## config.mk

```make
export PLATFORM = sky130hd
export DESIGN_NAME = npcs_dist_unit
export DESIGN_NICKNAME = d
export VERILOG_FILES = /design/src/rtl/npcs_pkg.sv /design/src/rtl/npcs_dist_unit.sv
export SDC_FILE = /design/constraint.sdc
export NUM_CORES = 1
export LEC_CHECK = 0
export BUFFER_PORTS_ARGS = -buffer_cell sky130_fd_sc_hd__buf_2
export CELL_PAD_IN_SITES_DETAIL_PLACEMENT = 1
export CELL_PAD_IN_SITES_GLOBAL_PLACEMENT = 2
export CORE_ASPECT_RATIO = 1.25
export CORE_MARGIN = 2
export CORE_UTILIZATION = 40
export DETAILED_ROUTE_END_ITERATION = 10
export PLACE_DENSITY = 0.83
export RECOVER_POWER = 50
export SLEW_MARGIN = 20
export SYNTH_ARGS = -nofsm -noshare
export SYNTH_HDL_FRONTEND = slang
export SYNTH_SLANG_ARGS = --single-unit
```

## constraint.sdc

```tcl
create_clock -name aclk -period 17.8 [get_ports aclk]
set_clock_uncertainty 0.2 [all_clocks]
set_input_delay 2.67 -clock aclk [delete_from_list [all_inputs] [get_ports aclk]]
set_output_delay 2.67 -clock aclk [all_outputs]
set_load 0.02 [all_outputs]
```

## src/rtl/npcs_pkg.sv

```systemverilog
`timescale 1ns / 1ps
`default_nettype none
// ----------------------------------------------------------------------------
// npcs_pkg
// Shared types and constants for the nearest palette color search block.
// ----------------------------------------------------------------------------
package npcs_pkg;

    localparam int PAL_DEPTH = 256;
    localparam int PAL_AW    = $clog2(PAL_DEPTH);
    localparam int CNT_W     = $clog2(PAL_DEPTH + 1);
    localparam int DIST_W    = 18;
    localparam int SQ_W      = 16;

    localparam logic [DIST_W-1:0] DIST_MAX   = {DIST_W{1'b1}};
    // largest reachable distance: three full-scale squared differences
    localparam logic [DIST_W-1:0] DIST_REACH = DIST_W'(3 * 255 * 255);

    // apb register map, by word index
    localparam logic [1:0] REG_PALETTE_COUNT = 2'd0;
    localparam logic [1:0] REG_SKIP_ENABLE   = 2'd1;
    localparam logic [1:0] REG_SKIP_INDEX    = 2'd2;

    // input kind carried on tuser
    localparam logic OP_WRITE = 1'b0;
    localparam logic OP_QUERY = 1'b1;

    typedef struct packed {
        logic [7:0] blue;
        logic [7:0] green;
        logic [7:0] red;
    } rgb_t;

    typedef struct packed {
        logic              valid;
        logic              last;
        logic [PAL_AW-1:0] index;
    } tag_t;

    typedef struct packed {
        tag_t              tag;
        logic [DIST_W-1:0] distance;
        rgb_t              color;
    } cand_t;

endpackage : npcs_pkg
`default_nettype wire

```

## src/rtl/npcs_dist_unit.sv

```systemverilog
`timescale 1ns / 1ps
`default_nettype none
// ----------------------------------------------------------------------------
// npcs_dist_unit
// Two-stage squared distance unit, shared by every entry of a scan.
// ----------------------------------------------------------------------------
module npcs_dist_unit (
    input  wire logic           aclk,
    input  wire logic           aresetn,
    input  wire npcs_pkg::rgb_t query,
    input  wire npcs_pkg::rgb_t entry,
    input  wire npcs_pkg::tag_t tag_in,
    output npcs_pkg::cand_t     cand_out
);
    import npcs_pkg::*;

    function automatic logic [SQ_W-1:0] sq_diff(input logic [7:0] a, input logic [7:0] b);
        logic [7:0] d;
        d = (a >= b) ? (a - b) : (b - a);
        return SQ_W'(d) * SQ_W'(d);
    endfunction

    tag_t             tag1_reg, tag1_next;
    rgb_t             color1_reg;
    logic [SQ_W-1:0]  sq_r_reg, sq_g_reg, sq_b_reg;
    cand_t            cand_reg, cand_next;

    always_comb begin
        tag1_next          = tag_in;
        cand_next.tag      = tag1_reg;
        cand_next.color    = color1_reg;
        cand_next.distance = DIST_W'(sq_r_reg) + DIST_W'(sq_g_reg) + DIST_W'(sq_b_reg);
    end

    always_ff @(posedge aclk) begin
        if (!aresetn) begin
            tag1_reg       <= '0;
            cand_reg.tag   <= '0;
        end else begin
            tag1_reg       <= tag1_next;
            cand_reg.tag   <= cand_next.tag;
        end
        color1_reg        <= entry;
        sq_r_reg          <= sq_diff(query.red, entry.red);
        sq_g_reg          <= sq_diff(query.green, entry.green);
        sq_b_reg          <= sq_diff(query.blue, entry.blue);
        cand_reg.distance <= cand_next.distance;
        cand_reg.color    <= cand_next.color;
    end

    assign cand_out = cand_reg;

endmodule : npcs_dist_unit
`default_nettype wire

```

# ---- Word level (Yosys, flattened, before mapping)
# Index checks and enable logic that the tools add are counted.
dict set report totals {
  romBits 0
  reg_bits 134
  inputBits 60
  latchBits 0
  out_inout_bits 52
  ram_bits 0
  memories 0
  elab_cells 33
}
dict set report classes {
  n_div 0
  bitwise 0
  n_lt_le_gt_ge 3
  mux 3
  eq_ne 0
  n_addsub 8
  shifts 0
  mul 3
  n_reduce_logical 0
}
# op n
set ops {}
lappend ops {{multiplier 8 x 8 -> 16 bit} 3}
lappend ops {{subtractor 8 bit} 6}
lappend ops {{greater-or-equal comparator 8 bit} 3}
lappend ops {{2-to-1 mux 8 bit} 3}
lappend ops {{adder 17 x 16 -> 18 bit} 1}
lappend ops {{adder 16 x 16 -> 17 bit} 1}

# ---- Logic depth before layout (Yosys ltp)
# Gate-level depths: netlist (run 1).
dict set report logic_depth {
  depth_word 3
  depth_mapped 29
  mapped_depth_nobuf 28
}

# ---- Least setup slack after synthesis (run 1)
# OpenSTA, ideal clock, no wires.
dict set report synth_timing {
  path_type {input-to-reg}
  startpoint {input query[8] (netlist name)}
  endpoint {register sq_g_reg[15]}
  arrival_ns 8.502
  setup_ns 0.072
  slack_ns 9.026
  stages 24
  cell_sequence {inv_1 > ha_1 > inv_1 > fa_1 > a21o_1 > a21oi_2 > a21oi_1 > a211oi_4 > mux2i_1 > xnor2_4 > or2_2 > fa_1 > inv_1 > fa_1 > fa_1 > inv_1 > fa_1 > inv_1 > ha_1 > a21oi_1 > o21ai_0 > a41o_1 > o41ai_1 > xnor2_1}
}
dict set report synth_between {
  elab_chain_cells 3
  elab_cells_between_ends 5
  classes_between {add/sub: 2; mul: 1; order compare: 1; mux: 1}
}
# item line
set synth_lines {}
lappend synth_lines {{from (decl)} npcs_dist_unit.sv:10} ;# input wire npcs_pkg::rgb_t query,
lappend synth_lines {{subtractor 8 bit or greater-or-equal comparator 8 bit (tied branches)} npcs_dist_unit.sv:19} ;# d = (a >= b) ? (a - b) : (b - a);
lappend synth_lines {{2-to-1 mux 8 bit *} npcs_dist_unit.sv:19}
lappend synth_lines {{multiplier 8 x 8 -> 16 bit *} npcs_dist_unit.sv:20} ;# return SQ_W'(d) * SQ_W'(d);
lappend synth_lines {{to (signal assigned)} npcs_dist_unit.sv:45} ;# sq_g_reg <= sq_diff(query.green, entry.green);
lappend synth_lines {{to (decl)} npcs_dist_unit.sv:25} ;# logic [SQ_W-1:0] sq_r_reg, sq_g_reg, sq_b_reg;
# Every way passes the cells marked *; elsewhere a longest branch is shown, timed or not.
# A chain may end at the register's enable or synchronous reset.

# ---- Worst setup path after layout (run 1)
dict set report layout_timing {
  startpoint {input entry[0] (netlist name)}
  endpoint {register sq_r_reg[13]}
}
dict set report layout_between {
  elab_chain_cells 3
  elab_cells_between_ends 5
  classes_between {add/sub: 2; mul: 1; order compare: 1; mux: 1}
}
# item line
set layout_lines {}
lappend layout_lines {{from (decl)} npcs_dist_unit.sv:11} ;# input wire npcs_pkg::rgb_t entry,
lappend layout_lines {{subtractor 8 bit or greater-or-equal comparator 8 bit (tied branches)} npcs_dist_unit.sv:19}
lappend layout_lines {{2-to-1 mux 8 bit *} npcs_dist_unit.sv:19}
lappend layout_lines {{multiplier 8 x 8 -> 16 bit *} npcs_dist_unit.sv:20}
lappend layout_lines {{to (signal assigned)} npcs_dist_unit.sv:44} ;# sq_r_reg <= sq_diff(query.red, entry.red);
lappend layout_lines {{to (decl)} npcs_dist_unit.sv:25}
# Marked as above.

==> results by stage, run 1 <==
Run status:
- The flow ran to the end, and the final reports show no timing, DRC or antenna violations.

Global route:
- The global-route track usage on met3 is 2.401%.
- met2 is the most crowded layer.
- The initial antenna violation count was 0.
- The via count of the first global-routing pass is 7903.
- The combined global-route utilization of all metal layers is 16.58%.
- The global-route met1 utilization is 18.91%.
- For this run the aggregate overflow at the end of global routing stands at 0.
- The met2 layer usage reported by global route is 31.22%.
- The largest net degree at the start of global routing is 21.
- The first-pass GRT wire length is 36450 µm.

Routing:
- The number of vias per cell is 4.800.
- The first detailed-routing pass took 4 iterations.
- The remaining design rule violation count is 0.
- The detail route stage leaves a number of antenna-violating nets equal to 0.
- The count of vias placed by the detailed router is 7407.
- Dividing the detail-routed wire length by the instance count gives 13.85 µm.
- The routed design has 21380 µm of wire.
- The first routing iteration left 187 violations.

Clock tree:
- The hold buffer count at CTS is 0.
- The maximum level of the CTS H-tree is 4.
- In this run the post-CTS setup repair buffer count came out at 0.
- The later pin in the worst-skew pair is clocked with a latency of 0.44 ns.
- The number of gates given a new drive strength after cts is 0.
- The number of buffers between clock root and the deepest sink is 2.
- Counting every sink on the clock net gives 131.
- The master cell of the clock root buffer is sky130_fd_sc_hd__clkbuf_16.
- Clock-pin slew was measured on the worst setup and hold paths at 0.06 ns.
- The CTS buffer count is 17.
- The clock tree from TritonCTS is built.

Floorplan:
- The floorplan row count is 66.
- The count of pins on the block boundary is 112.
- The core box area is 0.02585 mm².
- From bottom edge to top edge, the die measures 184.5 µm.
- The die footprint is 0.02737 mm².
- The starting utilization of the core area is 40.32%.
- The die width is 148.4 µm.

Cells and area:
- From synthesis to final layout, the design area changed by 13.80%.
- The most common library cell in the layout ignoring fill and taps is sky130_fd_sc_hd__inv_1.
- Of the cells placed in the final design, the portion with a size suffix greater than 1 is 12.30%.
- The layout net count is 1498.
- The repair_antennas step left the layout with diodes totalling 0.
- After routing the design area is 0.01186 mm².
- The fill cell total of the finished layout is 3030.
- The library cells used most frequently in the layout, excluding fill and tap cells, are sky130_fd_sc_hd__inv_1 (196), sky130_fd_sc_hd__ha_1 (151), sky130_fd_sc_hd__dfxtp_1 (131), sky130_fd_sc_hd__nor2_1 (104), sky130_fd_sc_hd__fa_1 (97).
- The flip-flop count of the largest register after layout is 52.
- The utilization after layout is 45.88%.

Timing:
- The final number of hold-violating endpoints is 0.
- Setup repair after global routing left no endpoint under its margin.
- The final critical path time including I/O delays and setup is 9.086 ns.
- The final sum of negative setup slack is 0 ns.
- At the pin with the least slew margin, the transition time is 1.000 ns.
- The share of the cycle needed by the critical path after routing is 51.04%.
- The count of final max-slew check failures was 0.
- The headroom to the max-slew limit is 32.85%.
- The highest clock rate is 0.1101 GHz.
- The final count of negative-setup-slack endpoints is 0.
- The worst hold margin is 0.1262 ns.

Place:
- The post-placement cell area is 0.01133 mm².
- The count of input and output buffers is 111.
- The congestion estimate from routability-driven global placement came to 0.7962.
- After legalization and detailed placement, the total HPWL measured 17790 µm.

Synth:
- The number of different library cells used by synthesis comes to 61.
- For this run, the number of Yosys warnings is 0.
- The number of standard cells after synthesis is 1074.
- The synthesized design contains 0 enable-type register cells.
- The share of the Yosys chip area taken by registers is 25.17%.
- For this run, asynchronously set or reset flops after synthesis account for 0%.
- The largest area contributor in the synthesized netlist is sky130_fd_sc_hd__dfxtp_1.
- The cell area that synthesis handed to floorplanning was 0.01042 mm².
- The per-instance average area after synthesis is 9.703 µm².
- In the post-synthesis netlist, the biggest area contributors are sky130_fd_sc_hd__dfxtp_1 (25%), sky130_fd_sc_hd__fa_1 (19%), sky130_fd_sc_hd__ha_1 (18%).
- The flip-flop and latch count after synthesis is 131.
- The share of synthesized area in the top cell type comes to 25.17%.
- The leading register cell type out of synthesis is sky130_fd_sc_hd__dfxtp_1.

Setup path:
- In this design, the largest share of critical-path delay is due to adder cells.
- The maximum fanout along the worst path is 10.
- The count of buffering cells on the critical path with inverters included is 5.
- STA classifies the critical path endpoint as a flop.
- The library cell appearing most often on the critical path is sky130_fd_sc_hd__fa_1.
- The critical path in this run is classified as primary input to flop.
- The arrival time of data at the critical path endpoint is 9.24 ns.
- The largest individual stage delay along the critical path comes from the cell sky130_fd_sc_hd__xnor2_1.
- The delay of the slowest cell on the worst path is 0.74 ns.
- The endpoint required time on the critical path is 17.96 ns.
- The startpoint type of the worst setup path is a primary input.

Job:
- Max-cap violations in this run came to 0.

Worst hold path:
- The min-delay analysis places its worst path in the category flop to flop.
final timing paths:
check	startpoint	to	slack [ns]	cells past startpoint
max	entry[0]	sq_r_reg[13]	8.71	26
min	cand_next[0]	cand_out[0]	0.13	0
max reg2reg	sq_r_reg[5]	cand_out[40]	14.86	9
min reg2reg	cand_next[0]	cand_out[0]	0.13	0
logic make-up (layout without fill, tap and decap cells):
| kind of cell | Yosys count | after routing | share of synthesized area (%) |
|---|---|---|---|
| flops | 131 | 131 | 25.17 |
| compound gates | 160 | 160 | 10.40 |
| simple gates | 220 | 220 | 10.15 |
| mux | 25 | 25 | 2.557 |
| other cells | 1 | 3 | 0.03598 |
| buf+inv | 213 | 340 | 7.828 |
| xor+xnor | 76 | 76 | 7.108 |
| fa+ha+maj | 248 | 248 | 36.76 |
synthesized netlist by cell type, types with 5 or more instances:
library cell / n
sky130_fd_sc_hd__nor3_1: 11
sky130_fd_sc_hd__or2_2: 10
sky130_fd_sc_hd__a21o_1: 23
sky130_fd_sc_hd__nand3_1: 5
sky130_fd_sc_hd__mux2i_1: 18
sky130_fd_sc_hd__ha_1: 151
sky130_fd_sc_hd__a31oi_1: 8
sky130_fd_sc_hd__clkbuf_1: 5
sky130_fd_sc_hd__buf_2: 10
sky130_fd_sc_hd__nor2b_1: 16
sky130_fd_sc_hd__nand2b_1: 7
sky130_fd_sc_hd__inv_1: 196
sky130_fd_sc_hd__o21a_1: 10
sky130_fd_sc_hd__nand4_1: 5
sky130_fd_sc_hd__o21ai_0: 21
sky130_fd_sc_hd__xor2_1: 19
sky130_fd_sc_hd__a221oi_1: 8
sky130_fd_sc_hd__fa_1: 97
sky130_fd_sc_hd__nand2_1: 21
sky130_fd_sc_hd__and2_1: 23
sky130_fd_sc_hd__dfxtp_1: 131
sky130_fd_sc_hd__a21oi_1: 52
sky130_fd_sc_hd__nor2_1: 104
sky130_fd_sc_hd__xnor2_1: 51
sky130_fd_sc_hd__o21bai_1: 14
final cells by class:
| class | instances | area (µm²) | area share (%) |
|---|---|---|---|
| clock buffer | 17 | 425.4 | 3.587 |
| inverter | 197 | 739.5 | 6.235 |
| multi-input combinational | 732 | 6990 | 58.95 |
| sequential | 131 | 2623 | 22.11 |
| clock inverter | 15 | 135.1 | 1.139 |
| timing repair buffer | 111 | 520.5 | 4.389 |
| tap | 340 | 425.4 | 3.587 |
through the flow:
step / instances / setup WS [ns]
floorplan: 1076 / 9.026
global placement: 1511 / 8.334
detailed placement: 1511 / 8.243
CTS: 1543 / 8.707
global route: 1543 / 8.232
finish: 1543 / 8.714
metal layers:
| metal | vias up | part of all wire (%) | wire, µm |
|---|---|---|---|
| met5 | - | 0 | 0 |
| met4 | 0 | 1.5 | 328 |
| met3 | 22 | 2.4 | 510 |
| met2 | 96 | 54 | 11490 |
| met1 | 3609 | 42 | 9044 |
| li1 | 3680 | - | - |
worst register-to-register path, stage by stage (launching register included):
cell                       delay [ns]
sky130_fd_sc_hd__dfxtp_1         0.32
sky130_fd_sc_hd__fa_1            0.48
sky130_fd_sc_hd__ha_1            0.26
sky130_fd_sc_hd__or3_1           0.39
sky130_fd_sc_hd__a21oi_1         0.20
sky130_fd_sc_hd__o21bai_1        0.10
sky130_fd_sc_hd__a21oi_1         0.41
sky130_fd_sc_hd__o211ai_1        0.15
sky130_fd_sc_hd__a31oi_1         0.22
sky130_fd_sc_hd__xnor2_1         0.14
Power of run 1 is not shown: default switching activity piles up to over one toggle a cycle in this logic, so the estimate is an artifact.
==> run 2: changes to the inputs <==
--- a/config.mk
+++ b/config.mk
@@ -5,14 +5,15 @@
 export SDC_FILE = /design/constraint.sdc
 export NUM_CORES = 1
 export LEC_CHECK = 0
+export ABC_AREA = 1
 export BUFFER_PORTS_ARGS = -buffer_cell sky130_fd_sc_hd__buf_2
 export CELL_PAD_IN_SITES_DETAIL_PLACEMENT = 1
 export CELL_PAD_IN_SITES_GLOBAL_PLACEMENT = 2
 export CORE_ASPECT_RATIO = 1.25
 export CORE_MARGIN = 2
-export CORE_UTILIZATION = 40
+export CORE_UTILIZATION = 33
 export DETAILED_ROUTE_END_ITERATION = 10
-export PLACE_DENSITY = 0.83
+export PLACE_DENSITY = 0.76
 export RECOVER_POWER = 50
 export SLEW_MARGIN = 20
 export SYNTH_ARGS = -nofsm -noshare
==> constraint.sdc (replaced) <==
create_clock -name aclk -period 8.1 [get_ports aclk]
set_clock_uncertainty 0.2 [all_clocks]
set_input_delay 1.215 -clock aclk [delete_from_list [all_inputs] [get_ports aclk]]
set_output_delay 1.215 -clock aclk [all_outputs]
set_load 0.02 [all_outputs]
==> run 2 against run 1 <==
  * Synthesized cell count is 26% higher
  * Non-clock buffer count stayed put
  * Largest cell class unchanged
  * Worst setup slack worse by 7.2 ns
  * Global-route usage is 0.92 points lower
  * Core utilization is 7.8 points lower
  * Hold slack worse by 0.00060 ns
  * First-iteration DRC count is 5.3% lower
  * Flip-flop and latch count stayed put
  * Count of clock-buffer cells in the layout is 1 higher
  * Die area is 30% higher
  * Synthesized area is 7.8% higher
==> results by stage, run 2 <==
Run status:
- The run finished with clean final reports.

Floorplan:
- The die covers 0.03555 mm².
- The die is 210.3 µm tall.
- The core region is 0.03359 mm².
- After floorplanning, the core was divided into 75 placement rows.
- Measured along the x axis, the die boundary spans 169.0 µm.
- In this run the count of I/O pins placed on the die edge is 112.
- The initial utilization of the core area, before any placement, comes to 33.44%.

Global route:
- The total overflow reported by the global router is 0.
- The first-pass GRT wire length is 44620 µm.
- The initial antenna violation count is 0.
- Entering global routing, the biggest net connects 21 pins.
- Global routing used 15.67% of the available tracks.
- The via count of the first global-routing pass is 9338.

Setup path:
- The startpoint type of the worst setup path is a primary input.
- The library cell contributing the largest single delay on the critical path is sky130_fd_sc_hd__fa_1.
- The arrival time of data at the critical path endpoint is 6.75 ns.
- The type of element capturing the critical path is a flop.
- Across all register-to-register paths, the minimum setup slack is 5.26 ns.
- The delay of the slowest cell on the worst path is 0.55 ns.
- At the worst endpoint, the required time is 8.23 ns.
- The maximum fanout along the worst path is 10.
- The critical setup path kind is primary input to flop.

Routing:
- The average wire length per cell after detail routing is 13.59 µm.
- The count of vias placed by the detailed router is 8620.
- After detailed routing, the number of vias per cell comes to 4.511.
- The remaining design rule violation count is 0.
- The total iterations of the first detailed-routing run is 4.
- The sum of routed wire length over all layers is 25970 µm.
- The number of antenna-violating nets in the routed design is 0.
- The detailed router finished its first iteration with 177 violations.

Synth:
- Summing every instance area after synthesis gives 0.01123 mm².
- After synthesis, the share of flip-flops with an asynchronous set or reset is 0%.
- The commonest cells after synthesis are sky130_fd_sc_hd__inv_1 (283), sky130_fd_sc_hd__nand2_1 (222), sky130_fd_sc_hd__ha_1 (151).
- The share of the Yosys chip area taken by registers is 23.34%.
- The synthesized design contains 131 register bits.
- The largest total area in the synthesized netlist belongs to sky130_fd_sc_hd__dfxtp_1.
- Synthesis instantiated 43 different standard cells from the library.
- Synthesis produced 1356 cells.
- The most common cell in the synthesized netlist is sky130_fd_sc_hd__inv_1.
- Summed over its instances, the top area cell type makes up 23.34% of the synthesized netlist area.
- After synthesis, the cell types taking the most area are sky130_fd_sc_hd__dfxtp_1 (23%), sky130_fd_sc_hd__fa_1 (17%), sky130_fd_sc_hd__ha_1 (17%).
- In this run, synthesis inferred 0 flip-flops with an integrated enable.
- The Yosys step of the flow raised 0 warnings.
- Each instance of the synthesized netlist takes up on average 8.285 µm².
- For this run, the leading register cell type out of synthesis is sky130_fd_sc_hd__dfxtp_1.

Cells and area:
- The register with the most flip-flops in the layout has 52 of them.
- The number of antenna diodes is 0.
- The library cell used most frequently in the layout, excluding fill and tap cells, is sky130_fd_sc_hd__inv_1.
- The library cells used most frequently in the layout, excluding fill and tap cells, are sky130_fd_sc_hd__inv_1 (284), sky130_fd_sc_hd__nand2_1 (222), sky130_fd_sc_hd__ha_1 (151), sky130_fd_sc_hd__dfxtp_1 (131), sky130_fd_sc_hd__nor2_1 (109).
- Of the cells placed in the final design, the portion with a size suffix greater than 1 is 12.50%.
- Compared with the post-synthesis result, the final layout area differs by 13.73%.
- After routing the design area is 0.01278 mm².
- The layout net count is 1783.

Timing:
- The highest clock rate is 0.1510 GHz.
- The final number of hold-violating endpoints came to 0.
- The final sum of negative setup slack is 0 ns.
- The count of final max-slew check failures is 0.
- The final count of negative-setup-slack endpoints is 0.
- In the finished design, the share of the clock period the worst path needs comes to 81.74%.
- The headroom to the max-slew limit is 47.28%.
- The pin slew with the least headroom to its limit is 0.7908 ns.
- Setup repair after global routing left no endpoint under its margin.
- The final critical path time including I/O delays and setup is 6.621 ns.

Place:
- The count of input and output buffers is 111.
- Routability-driven placement finished with a final weighted congestion of 0.7809.
- Summing all placed instances gives a cell area of 0.01222 mm².
- The sum of net half-perimeters after detailed placement is 22140 µm.

Job:
- The max-cap violation count is 0.

Clock tree:
- The latest clock arrival within the worst-skew pair is 0.44 ns.
- The maximum level of the CTS H-tree is 4.
- The tree built by TritonCTS fans out to 131 sinks.
- The number of clock buffers added by TritonCTS is 17.
- The number of gates given a new drive strength after cts is 0.
- The hold buffer count at CTS is 0.
- In this run the deepest clock path goes through 2 buffers.
- The master cell of the clock root buffer is sky130_fd_sc_hd__clkbuf_16.
- TritonCTS built the clock tree.
- Clock-pin slew was measured on the worst setup and hold paths at 0.07 ns.
- The post-CTS repair timing setup buffer count is 0.

Worst hold path:
- The class of the most critical hold timing path is flop to flop.
-- run 2: cell types whose count changed in the layout (fill, tap and decap cells not counted), moves of 12 or more --
cell,change
sky130_fd_sc_hd__and2_0,-12
sky130_fd_sc_hd__nand2_1,+201
sky130_fd_sc_hd__mux2i_1,-18
sky130_fd_sc_hd__a21o_1,-14
sky130_fd_sc_hd__nand2_2,+25
sky130_fd_sc_hd__nor2b_1,-16
sky130_fd_sc_hd__xnor2_1,-29
sky130_fd_sc_hd__nand3_1,+43
sky130_fd_sc_hd__xor2_1,+38
sky130_fd_sc_hd__nand2_4,+12
sky130_fd_sc_hd__a21oi_1,+14
sky130_fd_sc_hd__inv_1,+88
-- run 2: metrics by stage --
stage	hold WS, ns	setup slack, ns	util, %	cells
5_1_grt	0.1323	0.9920	38.03	1911
2_1_floorplan	0.1096	1.684	-	1358
4_1_cts	0.1282	1.463	38.18	1911
3_3_place_gp	0.1102	1.117	36.37	1879
3_5_place_dp	0.1132	0.9995	36.37	1879
6_report	0.1256	1.479	38.03	1911
-- run 2: path summary, 6_finish.rpt --
| check | startpoint | endpoint | depth (start not counted) |
|---|---|---|---|
| max | entry[8] | sq_g_reg[15] | 28 |
| min | cand_next[0] | cand_out[0] | 0 |
| max reg2reg | sq_r_reg[5] | cand_out[40] | 9 |
| min reg2reg | cand_next[0] | cand_out[0] | 0 |
-- run 2: kinds of logic after synthesis --
kind of cell             synth area share (%)
adder cells (fa/ha/maj)                 34.10
buffers and inverters                   10.93
XOR/XNOR                                6.159
AND/OR/NAND/NOR                         18.14
flip-flops                              23.34
AO/OA/AOI/OAI                           7.295
other                                 0.03338
-- run 2: critical path: cells and delay by family --
kind / cells / cell delay (ns)
adder cells (fa/ha/maj): 7 / 3.02
AND/OR/NAND/NOR: 10 / 1.09
AO/OA/AOI/OAI: 5 / 1.01
buffers and inverters: 6 / 0.41
-- run 2: area by class of cell --
class                   instances  area (µm²)
fillers                      4108       20820
multi-input cells             918        7392
flip-flops and latches        131        2623
inverters                     296        1119
well taps                     423       529.3
repair buffers                111       508.0
clock buffers                  18       439.2
clock inverters                14       167.7
-- run 2: metal layers --
layer | up-vias | wire length, µm | track usage, %
li1 | 4380 | - | -
met1 | 4109 | 10970 | 17.51
met2 | 107 | 13850 | 30.19
met3 | 24 | 707 | 2.385
met4 | 0 | 438 | 4.922
met5 | - | 0 | 0
Power of run 2 is left out for the same reason.
==> run 3: changes to the inputs <==
--- a/config.mk
+++ b/config.mk
@@ -5,15 +5,15 @@
 export SDC_FILE = /design/constraint.sdc
 export NUM_CORES = 1
 export LEC_CHECK = 0
-export ABC_AREA = 1
+export ABC_AREA = 0
 export BUFFER_PORTS_ARGS = -buffer_cell sky130_fd_sc_hd__buf_2
 export CELL_PAD_IN_SITES_DETAIL_PLACEMENT = 1
 export CELL_PAD_IN_SITES_GLOBAL_PLACEMENT = 2
 export CORE_ASPECT_RATIO = 1.25
 export CORE_MARGIN = 2
-export CORE_UTILIZATION = 33
+export CORE_UTILIZATION = 38
 export DETAILED_ROUTE_END_ITERATION = 10
-export PLACE_DENSITY = 0.76
+export PLACE_DENSITY = 0.8
 export RECOVER_POWER = 50
 export SLEW_MARGIN = 20
 export SYNTH_ARGS = -nofsm -noshare
==> constraint.sdc (replaced) <==
create_clock -name aclk -period 6.4 [get_ports aclk]
set_clock_uncertainty 0.2 [all_clocks]
set_input_delay 0.96 -clock aclk [delete_from_list [all_inputs] [get_ports aclk]]
set_output_delay 0.96 -clock aclk [all_outputs]
set_load 0.02 [all_outputs]
==> run 3 against run 2 <==
  * Non-clock buffer count up 233
  * Die area is 19% lower
  * Global-route usage grew 2.8 points
  * Count of clock-buffer cells in the layout is 1 lower
  * Cell count down 6.8%
  * Worst setup slack worse by 1.5 ns
  * Flip-flop and latch count did not move
  * The flow now finishes with violations (setup timing)
  * Sequential share of layout area shrank 2.6 points
  * Critical path type unchanged
  * Critical path depth is 1 lower
==> results by stage, run 3 (synthesis results as in run 1) <==
Run status:
- The flow ran to the end, but the final reports show violations.
- The final reports fail on setup timing.

Cells and area:
- The fill cell total of the finished layout is 3048.
- From synthesis to final layout, the design area changed by 40.67%.
- The repair_antennas step left the layout with diodes totalling 0.
- The register with the most flip-flops in the layout has 52 of them.
- Leaving out fill and tap cells, the most frequent cell in the layout is sky130_fd_sc_hd__buf_4.
- The count of non-filler cells in the finished layout is 1781.
- In the layout the commonest cells are sky130_fd_sc_hd__buf_4 (220), sky130_fd_sc_hd__inv_1 (171), sky130_fd_sc_hd__ha_1 (132), sky130_fd_sc_hd__dfxtp_1 (131), sky130_fd_sc_hd__fa_1 (87).
- At the end of the flow, the number of nets in the layout was 1731.
- The post-route netlist has 36.21% of its cells at a drive strength greater than 1.

Setup path:
- The worst register-to-register path ends at cand_out[36].
- In this design, the stage delay of the slowest critical-path cell is 0.59 ns.
- Data on the critical path arrives at its endpoint at 6.58 ns.
- The number of cells traversed by the worst register-to-register path is 9.
- The startpoint type of the worst setup path is a primary input.
- The worst flop-to-flop path startpoint is sq_r_reg[6].
- The worst setup path is of the primary input to flop kind.
- The setup check on the worst reg-to-reg path leaves a slack of 3.35 ns.
- The worst setup path startpoint is query[0].
- The maximum fanout along the worst path is 5.
- The worst setup path is captured at a flop.
- The capture point of the worst path is sq_r_reg[14].
- The endpoint required time on the critical path is 6.53 ns.
- The largest individual stage delay along the critical path comes from the cell sky130_fd_sc_hd__fa_2.

Floorplan:
- The die covers 0.02877 mm².
- The initialized floorplan defines 67 standard-cell rows.
- The floorplan step set the die width to 152.1 µm.
- The core box area is 0.02691 mm².
- The chip height is 189.2 µm.
- The initial utilization of the core area, before any placement, comes to 38.73%.
- The count of pins on the block boundary is 112.

Place:
- In this run the tool buffered the top-level ports with 111 buffer cells.
- The placer's final routability congestion estimate is 0.8041.
- Detailed placement ended at an HPWL of 20580 µm.
- The number of placed instances, taps included, is 1717.
- At the placement stage, the worst setup path has a slack of -0.6270 ns.

Timing:
- The count of final max-slew check failures came to 0.
- Timing would allow up to 0.1548 GHz.
- The final sum of negative setup slack is -0.09489 ns.
- Setup repair after global routing could not meet its margin everywhere.
- Dividing the final minimum period by the clock period gives 100.9%.
- The setup slack of the critical path after layout is -0.05850 ns.
- The final number of hold-violating endpoints came to 0.
- The worst hold margin is 0.1283 ns.
- The headroom to the max-slew limit is 62.55%.
- Setup violations remaining at the end of the flow were counted as 4.
- The final critical path time including I/O delays and setup is 6.459 ns.
- The pin slew with the least headroom to its limit is 0.5617 ns.

Clock tree:
- The CTS buffer count is 17.
- The tree built by TritonCTS fans out to 131 sinks.
- The clock tree from TritonCTS is built.
- The clock transition at the registers of the reported paths is 0.07 ns.
- The tree is rooted in a sky130_fd_sc_hd__clkbuf_16.
- The maximum level of the CTS H-tree is 4.
- The clock passes through at most 2 buffers.
- The latest clock arrival within the worst-skew pair is 0.43 ns.

Routing:
- The sum of routed wire length over all layers is 25950 µm.
- After detailed routing, the number of vias per cell comes to 4.712.
- After the first detailed-routing iteration, the DRC count stood at 184.
- The total iterations of the first detailed-routing run is 4.
- The average wire length per cell after detail routing is 14.57 µm.
- The remaining design rule violation count is 0.
- The final route contains 8392 vias.
- The number of antenna-violating nets in the routed design is 0.

Global route:
- The initial antenna violation count is 0.
- Entering global routing, the biggest net connects 21 pins.
- The combined global-route utilization of all metal layers is 18.50%.
- The via count of the first global-routing pass is 9479.
- The first-pass GRT wire length is 43710 µm.
- The total overflow reported by the global router is 0.

Worst hold path:
- The hold path startpoint is cand_next[7].
- The tightest min-delay check is of the flop to flop type.

Job:
- The max-cap violation count is 0.
run 3: changes by cell type in the layout (fill, tap and decap cells not counted), moves of 19 or more:
| cell | change |
|---|---|
| sky130_fd_sc_hd__nand2_1 | -203 |
| sky130_fd_sc_hd__buf_4 | +220 |
| sky130_fd_sc_hd__ha_1 | -19 |
| sky130_fd_sc_hd__inv_1 | -113 |
| sky130_fd_sc_hd__nor2_1 | -27 |
| sky130_fd_sc_hd__nand3_1 | -43 |
| sky130_fd_sc_hd__a21oi_1 | -27 |
| sky130_fd_sc_hd__nand2_2 | -23 |
| sky130_fd_sc_hd__xnor2_1 | +23 |
| sky130_fd_sc_hd__xor2_1 | -43 |
run 3: final cells by class:
type | instances | area [µm²] | area share (%)
clock buffers | 17 | 425.4 | 2.902
clock inverters | 15 | 182.7 | 1.246
inverters | 197 | 777.0 | 5.300
multi-input cells | 732 | 7890 | 53.82
flip-flops and latches | 131 | 2623 | 17.89
well taps | 345 | 431.7 | 2.945
repair buffers | 344 | 2330 | 15.89
run 3: worst min-delay path by stage:
stage / slack [ns] / to / cells past startpoint
global placement: 0.11 / cand_out[11] / 0
CTS: 0.13 / cand_out[7] / 0
floorplan: 0.11 / cand_out[0] / 0
finish: 0.13 / cand_out[7] / 0
global route: 0.14 / cand_out[2] / 0
detailed placement: 0.11 / cand_out[17] / 0
run 3: metrics by stage:
step | instance area [µm²] | utilization, %
2_1_floorplan | 10880 | -
3_3_place_gp | 13290 | 49.39
3_5_place_dp | 13290 | 49.39
4_1_cts | 14250 | 52.95
5_1_grt | 14660 | 54.48
6_report | 14660 | 54.48
run 3: repair_timing:
item	4_1_cts	5_1_grt
setup buffers	18	17
cloned	0	0
hold buffers	0	0
setup endpoints to repair	11	18
resized for setup	43	81
pin swaps	34	76
run 3: worst max-delay path, delay by kind of cell:
kind	cells	cell delay, ns
AO/OA/AOI/OAI	8	1.57
AND/OR/NAND/NOR	3	0.50
XOR/XNOR	1	0.20
multiplexers	1	0.18
adder cells (fa/ha/maj)	7	2.69
buffers and inverters	7	0.49
run 3: metal layers:
metal,global-route usage [%],vias to the layer above,share of wire [%]
met4,6.866,0,2.7
met5,0,-,0
li1,-,4136,-
met1,20.35,4109,39
met2,35.72,111,56
met3,2.701,36,2.2
Power of run 3 is left out for the same reason.
